## config.mk

```make
export PLATFORM = sky130hd
export DESIGN_NAME = sha256_message_hash
export DESIGN_NICKNAME = d
export VERILOG_FILES = /design/src/hdl/sha_pkg.sv /design/src/hdl/sha_sched.sv /design/src/hdl/sha_core.sv /design/src/hdl/sha256_message_hash.sv
export SDC_FILE = /design/constraint.sdc
export NUM_CORES = 2
export LEC_CHECK = 0
export BUFFER_PORTS_ARGS = -buffer_cell sky130_fd_sc_hd__buf_2
export CORE_MARGIN = 3
export CORE_UTILIZATION = 35
export CTS_CLUSTER_DIAMETER = 150
export DETAILED_ROUTE_END_ITERATION = 12
export GPL_TIMING_DRIVEN = 0
export SYNTH_ARGS = -nofsm -noshare
export SYNTH_HDL_FRONTEND = slang
export SYNTH_SLANG_ARGS = --single-unit
```

## constraint.sdc

```tcl
create_clock -name clk -period 14.2 [get_ports clk]
set_input_delay 2.84 -clock clk [delete_from_list [all_inputs] [get_ports clk]]
set_output_delay 2.84 -clock clk [all_outputs]
set_load 0.1 [all_outputs]
```

## src/hdl/sha_pkg.sv

```systemverilog
// Types and constants for the SHA-256 message hash.
`default_nettype none
package sha_pkg;
	typedef struct packed {
		logic [7:0] message_byte;
		logic       is_last;
	} sha_in_t;

	typedef struct packed {
		logic [63:0] digest_word;
		logic        last_word;
	} sha_out_t;

	localparam logic [7:0] PAD_BYTE = 8'h80;

	localparam logic [31:0] INIT_HASH [8] = '{
		32'h6a09e667, 32'hbb67ae85, 32'h3c6ef372, 32'ha54ff53a,
		32'h510e527f, 32'h9b05688c, 32'h1f83d9ab, 32'h5be0cd19};

	localparam logic [31:0] ROUND_K [64] = '{
		32'h428a2f98, 32'h71374491, 32'hb5c0fbcf, 32'he9b5dba5,
		32'h3956c25b, 32'h59f111f1, 32'h923f82a4, 32'hab1c5ed5,
		32'hd807aa98, 32'h12835b01, 32'h243185be, 32'h550c7dc3,
		32'h72be5d74, 32'h80deb1fe, 32'h9bdc06a7, 32'hc19bf174,
		32'he49b69c1, 32'hefbe4786, 32'h0fc19dc6, 32'h240ca1cc,
		32'h2de92c6f, 32'h4a7484aa, 32'h5cb0a9dc, 32'h76f988da,
		32'h983e5152, 32'ha831c66d, 32'hb00327c8, 32'hbf597fc7,
		32'hc6e00bf3, 32'hd5a79147, 32'h06ca6351, 32'h14292967,
		32'h27b70a85, 32'h2e1b2138, 32'h4d2c6dfc, 32'h53380d13,
		32'h650a7354, 32'h766a0abb, 32'h81c2c92e, 32'h92722c85,
		32'ha2bfe8a1, 32'ha81a664b, 32'hc24b8b70, 32'hc76c51a3,
		32'hd192e819, 32'hd6990624, 32'hf40e3585, 32'h106aa070,
		32'h19a4c116, 32'h1e376c08, 32'h2748774c, 32'h34b0bcb5,
		32'h391c0cb3, 32'h4ed8aa4a, 32'h5b9cca4f, 32'h682e6ff3,
		32'h748f82ee, 32'h78a5636f, 32'h84c87814, 32'h8cc70208,
		32'h90befffa, 32'ha4506ceb, 32'hbef9a3f7, 32'hc67178f2};

	// control handed from the sequencer to the compression core
	typedef struct packed {
		logic       start;
		logic [5:0] round;
		logic       step;
		logic       finish;
	} sha_core_ctl_t;

	function automatic logic [31:0] rotr(input logic [31:0] v, input int amt);
		rotr = (v >> amt) | (v << (32 - amt));
	endfunction
endpackage
`default_nettype wire

```

## src/hdl/sha_sched.sv

```systemverilog
// Message schedule: 16-word window memory with one word produced per round.
`default_nettype none
module sha_sched
	import sha_pkg::*;
(
	input  wire logic        clk,
	input  wire logic        wr_en,
	input  wire logic [3:0]  wr_addr,
	input  wire logic [31:0] wr_data,
	input  wire logic        step,
	input  wire logic [5:0]  round,
	output logic [31:0]      w
);
	// window held in registers: taps read at fixed places
	logic [31:0] win_q [16];
	logic [31:0] nxt, x, y;

	always_comb begin
		x = win_q[1];
		y = win_q[14];
		nxt = win_q[0] + (rotr(x, 7) ^ rotr(x, 18) ^ (x >> 3)) + win_q[9]
			+ (rotr(y, 17) ^ rotr(y, 19) ^ (y >> 10));
		w = win_q[0];
	end

	// load bytes-as-words, then shift one word each round
	always_ff @(posedge clk) begin
		if (wr_en) begin
			win_q[wr_addr] <= wr_data;
		end else if (step) begin
			for (int i = 0; i < 15; i++) win_q[i] <= win_q[i + 1];
			win_q[15] <= (round < 6'd48) ? nxt : nxt;
		end
	end
endmodule
`default_nettype wire

```

## src/hdl/sha_core.sv

```systemverilog
// Compression rounds and the chaining-hash memory.
`default_nettype none
module sha_core
	import sha_pkg::*;
(
	input  wire logic          clk,
	input  wire logic          arst_n,
	input  wire sha_core_ctl_t ctl,
	input  wire logic [31:0]   w,
	input  wire logic          init,
	input  wire logic [1:0]    rd_word,
	output logic [63:0]        rd_data
);
	logic [31:0] h_q [8];
	logic [31:0] v_q [8];
	logic [31:0] t1, t2, e, a;

	always_comb begin
		e = v_q[4];
		a = v_q[0];
		t1 = v_q[7] + (rotr(e, 6) ^ rotr(e, 11) ^ rotr(e, 25))
			+ ((e & v_q[5]) ^ (~e & v_q[6])) + ROUND_K[ctl.round] + w;
		t2 = (rotr(a, 2) ^ rotr(a, 13) ^ rotr(a, 22))
			+ ((a & v_q[1]) ^ (a & v_q[2]) ^ (v_q[1] & v_q[2]));
		rd_data = {h_q[{rd_word, 1'b0}], h_q[{rd_word, 1'b1}]};
	end

	// chaining words: reset and re-init to the initial values, add the working variables at finish
	always_ff @(posedge clk or negedge arst_n) begin
		if (!arst_n) begin
			for (int i = 0; i < 8; i++) h_q[i] <= INIT_HASH[i];
		end else if (init) begin
			for (int i = 0; i < 8; i++) h_q[i] <= INIT_HASH[i];
		end else if (ctl.finish) begin
			for (int i = 0; i < 8; i++) h_q[i] <= h_q[i] + v_q[i];
		end
	end

	// working variables: loaded from the chaining words on start, then one round per step
	always_ff @(posedge clk) begin
		if (ctl.start) begin
			for (int i = 0; i < 8; i++) v_q[i] <= h_q[i];
		end else if (ctl.step) begin
			v_q[7] <= v_q[6];
			v_q[6] <= v_q[5];
			v_q[5] <= v_q[4];
			v_q[4] <= v_q[3] + t1;
			v_q[3] <= v_q[2];
			v_q[2] <= v_q[1];
			v_q[1] <= v_q[0];
			v_q[0] <= t1 + t2;
		end
	end
endmodule
`default_nettype wire

```

## src/hdl/sha256_message_hash.sv

```systemverilog
// SHA-256 message hash top level: byte buffer memory, sequencer, output.
// A byte that fills a block stalls the input while the block is loaded and
// compressed and the chaining words are updated; other bytes go back to back.
// Last byte: pad byte, zero fill and length, one or two compressions, then four
// digest words, one per cycle when the output is not stalled.
// Input waits on each compression, since there is a single round unit.
// Reset clears sequencer, counts and chaining words to initial values.
`default_nettype none
module sha256_message_hash
	import sha_pkg::*;
(
	input  wire logic     clk,
	input  wire logic     arst_n,
	input  wire logic     in_valid,
	output logic          in_stall,
	input  wire sha_in_t  in_data,
	output logic          out_valid,
	input  wire logic     out_stall,
	output sha_out_t      out_data
);
	localparam logic [2:0] ST_IDLE = 3'd0;
	localparam logic [2:0] ST_PAD  = 3'd1;
	localparam logic [2:0] ST_LOAD = 3'd2;
	localparam logic [2:0] ST_RND  = 3'd3;
	localparam logic [2:0] ST_FIN  = 3'd4;
	localparam logic [2:0] ST_OUT  = 3'd5;

	logic [2:0]  state_q;
	logic [5:0]  fill_q;
	logic [63:0] bits_q;
	logic        final_q;   // last byte taken, padding and digest follow
	logic        padded_q;  // pad byte already written for this message
	logic        extra_q;   // pad fell past byte 55, length goes in a further block
	logic [5:0]  cnt_q;
	logic [1:0]  ow_q;

	// block buffer memory: one byte write, one registered read of a 32-bit word
	logic [31:0] buf_mem [16];
	logic        mem_we;
	logic [5:0]  mem_wa;
	logic [7:0]  mem_wd;
	logic [31:0] rd_s1;
	logic [3:0]  rd_addr;
	logic        ld_s1;
	logic [3:0]  ld_addr_s1;

	sha_core_ctl_t ctl;
	logic [31:0]   w;
	logic          init;
	logic [63:0]   hw;
	logic          in_acc;

	assign in_acc   = in_valid && !in_stall;
	assign in_stall = (state_q != ST_IDLE);

	always_ff @(posedge clk) begin
		if (mem_we) buf_mem[mem_wa[5:2]][{~mem_wa[1:0], 3'd0} +: 8] <= mem_wd;
		rd_s1 <= buf_mem[rd_addr];
	end

	// write source: message byte, pad byte, zero or length byte
	always_comb begin
		mem_we = 1'b0;
		mem_wa = fill_q;
		mem_wd = in_data.message_byte;
		if (state_q == ST_IDLE) begin
			mem_we = in_acc;
		end else if (state_q == ST_PAD) begin
			mem_we = 1'b1;
			if (!padded_q) begin
				mem_wd = PAD_BYTE;
			end else if (fill_q >= 6'd56 && !extra_q) begin
				mem_wd = bits_q[6'd63 - {fill_q[2:0], 3'd0} -: 8];
			end else begin
				mem_wd = 8'h00;
			end
		end
		rd_addr = cnt_q[3:0];
	end

	always_comb begin
		ctl.start  = (state_q == ST_LOAD) && (cnt_q == 6'd16);
		ctl.step   = (state_q == ST_RND);
		ctl.round  = cnt_q;
		ctl.finish = (state_q == ST_FIN);
		init = (state_q == ST_OUT) && !out_stall && (ow_q == 2'd3);
	end

	sha_sched u_sched (
		.clk(clk), .wr_en(ld_s1), .wr_addr(ld_addr_s1), .wr_data(rd_s1),
		.step(ctl.step), .round(cnt_q), .w(w));

	sha_core u_core (
		.clk(clk), .arst_n(arst_n), .ctl(ctl), .w(w), .init(init),
		.rd_word(ow_q), .rd_data(hw));

	assign out_valid = (state_q == ST_OUT);
	assign out_data.digest_word = hw;
	assign out_data.last_word   = (ow_q == 2'd3);

	// sequencer
	always_ff @(posedge clk or negedge arst_n) begin
		if (!arst_n) begin
			state_q <= ST_IDLE;
			fill_q <= '0;
			bits_q <= '0;
			final_q <= 1'b0;
			padded_q <= 1'b0;
			extra_q <= 1'b0;
			cnt_q <= '0;
			ow_q <= '0;
			ld_s1 <= 1'b0;
			ld_addr_s1 <= '0;
		end else begin
			ld_s1 <= (state_q == ST_LOAD) && (cnt_q < 6'd16);
			ld_addr_s1 <= cnt_q[3:0];
			unique case (state_q)
				ST_IDLE: begin
					if (in_acc) begin
						bits_q <= bits_q + 64'd8;
						fill_q <= fill_q + 6'd1;
						cnt_q <= '0;
						if (in_data.is_last) final_q <= 1'b1;
						if (fill_q == 6'd63) begin
							state_q <= ST_LOAD;
						end else if (in_data.is_last) begin
							state_q <= ST_PAD;
						end
					end
				end
				ST_PAD: begin
					// pad byte first, then zero fill and length
					cnt_q <= '0;
					fill_q <= fill_q + 6'd1;
					if (!padded_q) begin
						padded_q <= 1'b1;
						if (fill_q >= 6'd56) extra_q <= 1'b1;
					end
					if (fill_q == 6'd63) state_q <= ST_LOAD;
				end
				ST_LOAD: begin
					if (cnt_q == 6'd16) begin
						cnt_q <= '0;
						state_q <= ST_RND;
					end else begin
						cnt_q <= cnt_q + 6'd1;
					end
				end
				ST_RND: begin
					cnt_q <= cnt_q + 6'd1;
					if (cnt_q == 6'd63) state_q <= ST_FIN;
				end
				ST_FIN: begin
					if (!final_q) begin
						state_q <= ST_IDLE;
					end else if (!padded_q) begin
						// last byte filled the block: pad in a fresh one
						state_q <= ST_PAD;
					end else if (extra_q) begin
						// length block still to come
						extra_q <= 1'b0;
						state_q <= ST_PAD;
					end else begin
						ow_q <= '0;
						state_q <= ST_OUT;
					end
				end
				ST_OUT: begin
					if (!out_stall) begin
						ow_q <= ow_q + 2'd1;
						if (ow_q == 2'd3) begin
							state_q <= ST_IDLE;
							fill_q <= '0;
							bits_q <= '0;
							final_q <= 1'b0;
							padded_q <= 1'b0;
							extra_q <= 1'b0;
						end
					end
				end
				default: state_q <= ST_IDLE;
			endcase
		end
	end
endmodule
`default_nettype wire

```

* Word level (Yosys, flattened, before mapping)
Memory sizes are Yosys's and may differ from the RTL's. A register that Yosys moved wholly into a read port is not among the register bits.
Index checks and enable logic that the tools add are counted.
** Word-level totals
- Output and inout port bits :: 67
- Logic and storage cells :: 219
- RAM bits :: 1280
- Bits of input ports :: 13
- Flip-flop bits (word level) :: 345
- Bits in read-only memories :: 2048
- Memories :: 4
** Cells by class
- Bitwise gates (word level) :: 39
- Shift operators :: 3
- Add/sub/neg operators :: 24
- Order comparisons :: 5
- Mux-type cells :: 77
- Reduce and logical (&&, ||, !) cells :: 27
- Equality and inequality tests :: 22
** Memories
- (no name shown) :: words 64, bits a word 32, read ports 1, clocked after memory_dff 0, write ports 0, RTL line sha_core.sv:22 : + ((e & v_q[5]) ^ (~e & v_q[6])) + ROUND_K[ctl.round] + w;
- buf_mem :: words 16, bits a word 32, read ports 1, clocked after memory_dff 1, write ports 1, RTL line sha256_message_hash.sv:38 : logic [31:0] buf_mem [16];
- u_sched.win_q :: words 16, bits a word 32, read ports 16, clocked after memory_dff 0, write ports 16, RTL line sha_sched.sv:15 : logic [31:0] win_q [16];
- u_core.v_q :: words 8, bits a word 32, read ports 8, clocked after memory_dff 0, write ports 8, RTL line sha_core.sv:15 : logic [31:0] v_q [8];
** Operator list (number)
- 32-bit adder :: 18
- 256-bit 2-to-1 mux :: 2
- 32-bit 2-to-1 mux :: 16
- 32-bit bitwise XOR :: 9
- 32-bit binary-select mux with 3-bit select :: 2
- 64-bit 2-to-1 mux :: 3
- 32-bit bitwise AND :: 5
- 64-bit case mux with 2 select lines :: 1
- 71-bit by 7-bit variable part select with 8-bit output :: 1
- 64-bit by 4-bit adder with 64-bit output (second input constant) :: 1
- 3-bit 2-to-1 mux :: 11
- 8-bit 2-to-1 mux :: 4
- 32-bit NOT :: 1
- 10-bit by 32-bit bitwise OR with 32-bit output :: 1
- 13-bit by 32-bit bitwise OR with 32-bit output :: 1
- 14-bit by 32-bit bitwise OR with 32-bit output :: 1
- 15-bit by 32-bit bitwise OR with 32-bit output :: 1
- 19-bit by 32-bit bitwise OR with 32-bit output :: 1
- 21-bit by 32-bit bitwise OR with 32-bit output :: 1
- 25-bit by 32-bit bitwise OR with 32-bit output :: 1
- 26-bit by 32-bit bitwise OR with 32-bit output :: 1
- 30-bit by 32-bit bitwise OR with 32-bit output :: 1
- 7-bit by 32-bit bitwise OR with 32-bit output :: 1
- 32-bit OR reduction :: 1
- other kinds (46) :: 112

* Longest topological paths before layout
- Word-level depth :: 9
- Depth in mapped cells :: 44
- Depth with buffers taken out :: 40

* Hierarchy
From an unflattened synthesis, not the netlist that was laid out.
** Unflattened totals
- Cells, all modules :: 8501
- Area total of the unflattened synthesis :: 96467.5 µm²
** By module, submodules not included
- sha_core :: area an instance 46598.4 µm², seq. area each 14263.7 µm², cells an instance 5339, times used 1
- sha256_message_hash :: area an instance 25489.4 µm², seq. area each 18167.4 µm², cells an instance 1430, times used 1
- sha_sched :: area an instance 24379.6 µm², seq. area each 15374.7 µm², cells an instance 1732, times used 1

* Least setup slack after synthesis
No wires, ideal clock.
- Path type :: register to register
- From :: reg cnt_q[0]
- To :: mem u_core.v_q[0][0] (enable)
- Period minus slack after synthesis :: 13644 ps
- Stages on the path, launching flop included :: 8
- Setup slack :: 556 ps
- Data required time :: 13321 ps
- Setup time :: 879 ps
- Buffers on the path :: 3
- Arrival :: 12765 ps
- Cells stage by stage :: dfrtp_1 -> clkbuf_1 -> inv_1 -> clkbuf_1 -> buf_1 -> ha_1 -> a31oi_1 -> nor2_1
** RTL lines
- start, declared :: RTL line sha256_message_hash.sv:34 : logic [5:0] cnt_q;
- start signal, assigned :: RTL line sha256_message_hash.sv:146 : cnt_q <= cnt_q + 6'd1;
- start signal, assigned :: RTL line sha256_message_hash.sv:150 : cnt_q <= cnt_q + 6'd1;
- end, declared :: RTL line sha_core.sv:15

==> results.yml <==
drt:
  via_per_inst: 5.763
  routedWlPerCell_um: 29.29
  dr.pass1.iters: 6
  vias: 69859
  route.detailed.drc: 0
  final_antenna_net_count: 0
  wl_mm: 355.1
  drt_iter0_drc: 8751
setup_path:
  critPathKind: "flop to flop"
  max_stage_delay_ps: 960
  start_kind: "flop"
  cpMaxStageDelayCell: "a221oi_1"
  r2r_end: "u_core.v_q[0][31]"
  arrival_ps: 14100
  critPathMaxFanout: 12
  critPathLaunch: "cnt_q[1]"
  rr_startpoint: "cnt_q[1]"
  critPathTopFamily: "compound AO/OA/AOI/OAI gates"
  cp-end-kind: "flop"
  r2r_cells: 39
  crit_buf_inv: 8
  required_ps: 14770
  r2r_setup_slack_ps: 670
synthesis:
  ys_types: 94
  synth.area.top_cells: "edfxtp_1, mux4_2, dfrtp_1"
  yosys_warnings: 0
  synthCells: 8116
  synthFlopType: "edfxtp_1"
  synthArstFlopShare: 0.2068
  synth_area_per_cell_sq_um: 11.52
  yosys.area.top_type: "edfxtp_1"
  synth-seq-cells: 1654
  synth_edf_count: 1280
  mappedNetlistNets: 8723
  yosys.area.top_type_share: 0.4110
  syn_area_sq_um: 93510
  ys_seq_area_frac: 0.5112
clocking:
  cts.root.buffer_cell: "clkbuf_16"
  clk_path_buf_depth: 3
  cts_made_buffers: 185
  clock_sinks: 1654
  cts_tree: "done"
  clk_pin_slew_ps: 70
  clock_latency_ps: 880
  cts-resized-gates: 0
  cts_setup_buffers: 0
  htree_levels: 4
  cts-hold-fix-buffers: 0
global_routing:
  overflow: 0
  grt_pass1_vias: 67000
  track_usage: 0.2553
  grt_pass1_wl_mm: 502.0
  antenna_found_initial: 27
  grt_max_degree: 96
min_path:
  hold_end: "u_sched.win_q[7][30]"
  hp-start: "u_sched.win_q[8][30]"
  hold_depth: 2
  min_path_type: "flop to flop"
timing:
  slew_headroom: -0.04806
  setup_violations: 0
  rsz0062_at_grt: "false"
  hold_viol_final: 0
  worstMarginPinSlew_ps: 1572
  slew_violations: 44
  period_minus_slack_ps: 13530
  finalCritPeriodShare: 0.9528
  max_freq_mhz: 73.91
  skew_ps: 106.9
placed_design:
  routabilityCongestion: 0.9863
  place_inst: 11759
  hpwl_mm: 274.7
  numPortBuffers: 79
cells_and_area:
  final_cell_mix: "nand2_1, edfxtp_1, o21ai_0, nor2_1, a21oi_1"
  areaGrowthSynthToFinish_pct: 12.99
  layout-drive-gt1-share: 0.1227
  fin_cells: 12122
  nets: 9022
  final_common_cell: "nand2_1"
floorplan:
  die_area_sq_um: 273400
  rows: 189
  die_y_um: 522.9
  core-area_sq_um: 265600
  start_util: 0.3521
  die_x_um: 522.9
  ios: 80
run:
  drv_cap: 5
outcome:
  violations: "max-capacitance violations, max-slew violations"
  status: "finished with violations"
-- cell usage after synthesis (all sizes together) (136+ instances only) --
cell and count:
nand2 1367, fa 195, nand3 146, dfstp 136, mux4 240, edfxtp 1280
a21o 160, inv 278, clkbuf 355, xnor2 382, nor2 465, xor2 232
ha 399, dfrtp 206, o21ai 495, a21oi 446, mux2 203
-- how the worst max path moves through the flow --
| stage | slack [ps] | to | cells after the start |
|---|---|---|---|
| after floorplan | 560 | u_core.v_q[0][0] | 7 |
| after global placement | -8960 | u_core.v_q[1][24] | 7 |
| after detailed placement | 650 | u_core.v_q[0][31] | 40 |
| after CTS | 660 | u_core.v_q[0][31] | 40 |
| after global routing | 380 | u_core.v_q[0][31] | 39 |
| final | 670 | u_core.v_q[0][31] | 39 |
-- per-stage QoR --
| step | hold WS, ps | area, sq um | utilization | setup slack (ps) | setup TNS [ps] |
|---|---|---|---|---|---|
| finish | 430.5 | 105700 | 0.3978 | 670.5 | 0 |
| global route | 446.3 | 105600 | 0.3978 | 379.3 | 0 |
| CTS | 410.9 | 105600 | 0.3976 | 659.4 | 0 |
| detailed placement | 499.5 | 99220 | 0.3736 | 649.3 | 0 |
| global placement | 493.8 | 98330 | 0.3703 | -8960 | -2281550 |
| floorplan | 461.5 | 93510 | - | 556.5 | 0 |
-- final cells by class --
type	count	area, sq um
fill	25313	159900
sequential	1654	47810
multi-input combinational	5776	43330
clock buffer	230	4992
tap	3533	4420
buffer	408	1543
clock inverter	119	1378
timing repair buffer	112	1109
inverter	278	1044
antenna	12	30.03
-- worst reg2reg max path, delay by kind of cell, from the launching register on --
family,cells,cell delay [ps]
compound gates,15,4110
buf+inv,8,3420
fa+ha+maj,7,3110
simple gates,6,1090
xor+xnor,3,920
flops,1,600
-- cells by family after synthesis --
family          Yosys count  synth area share
buf+inv                 686           0.02755
fa+ha+maj               621           0.09802
mux                     480           0.08621
xor+xnor                614           0.05751
simple gates           2461            0.1132
compound gates         1600            0.1062
flops                  1654            0.5112
-- per-layer routing --
layer  vias up  wire, um  global-route usage
met5         -        16                   0
met4         2     15370             0.09382
met3       632     32490             0.05405
met2      3494    152600              0.3781
met1     35702    154600              0.3676
li1      30029         -                   -
-- registers in the layout, summed over array words and instances, names as in the netlist --
| signal | cells |
|---|---|
| buf_mem | 512 |
| u_sched.win_q | 512 |
| u_core.h_q | 256 |
| u_core.v_q | 256 |
| bits_q | 61 |
| rd_s1 | 32 |
| cnt_q | 6 |
| fill_q | 6 |
| ld_addr_s1 | 4 |
| state_q | 3 |
| ow_q | 2 |
| extra_q | 1 |
| final_q | 1 |
| ld_s1 | 1 |
| padded_q | 1 |
Power is left out: the tool's default activity adds up to more than one toggle a clock period on the data nets, which glitch-free logic cannot reach.
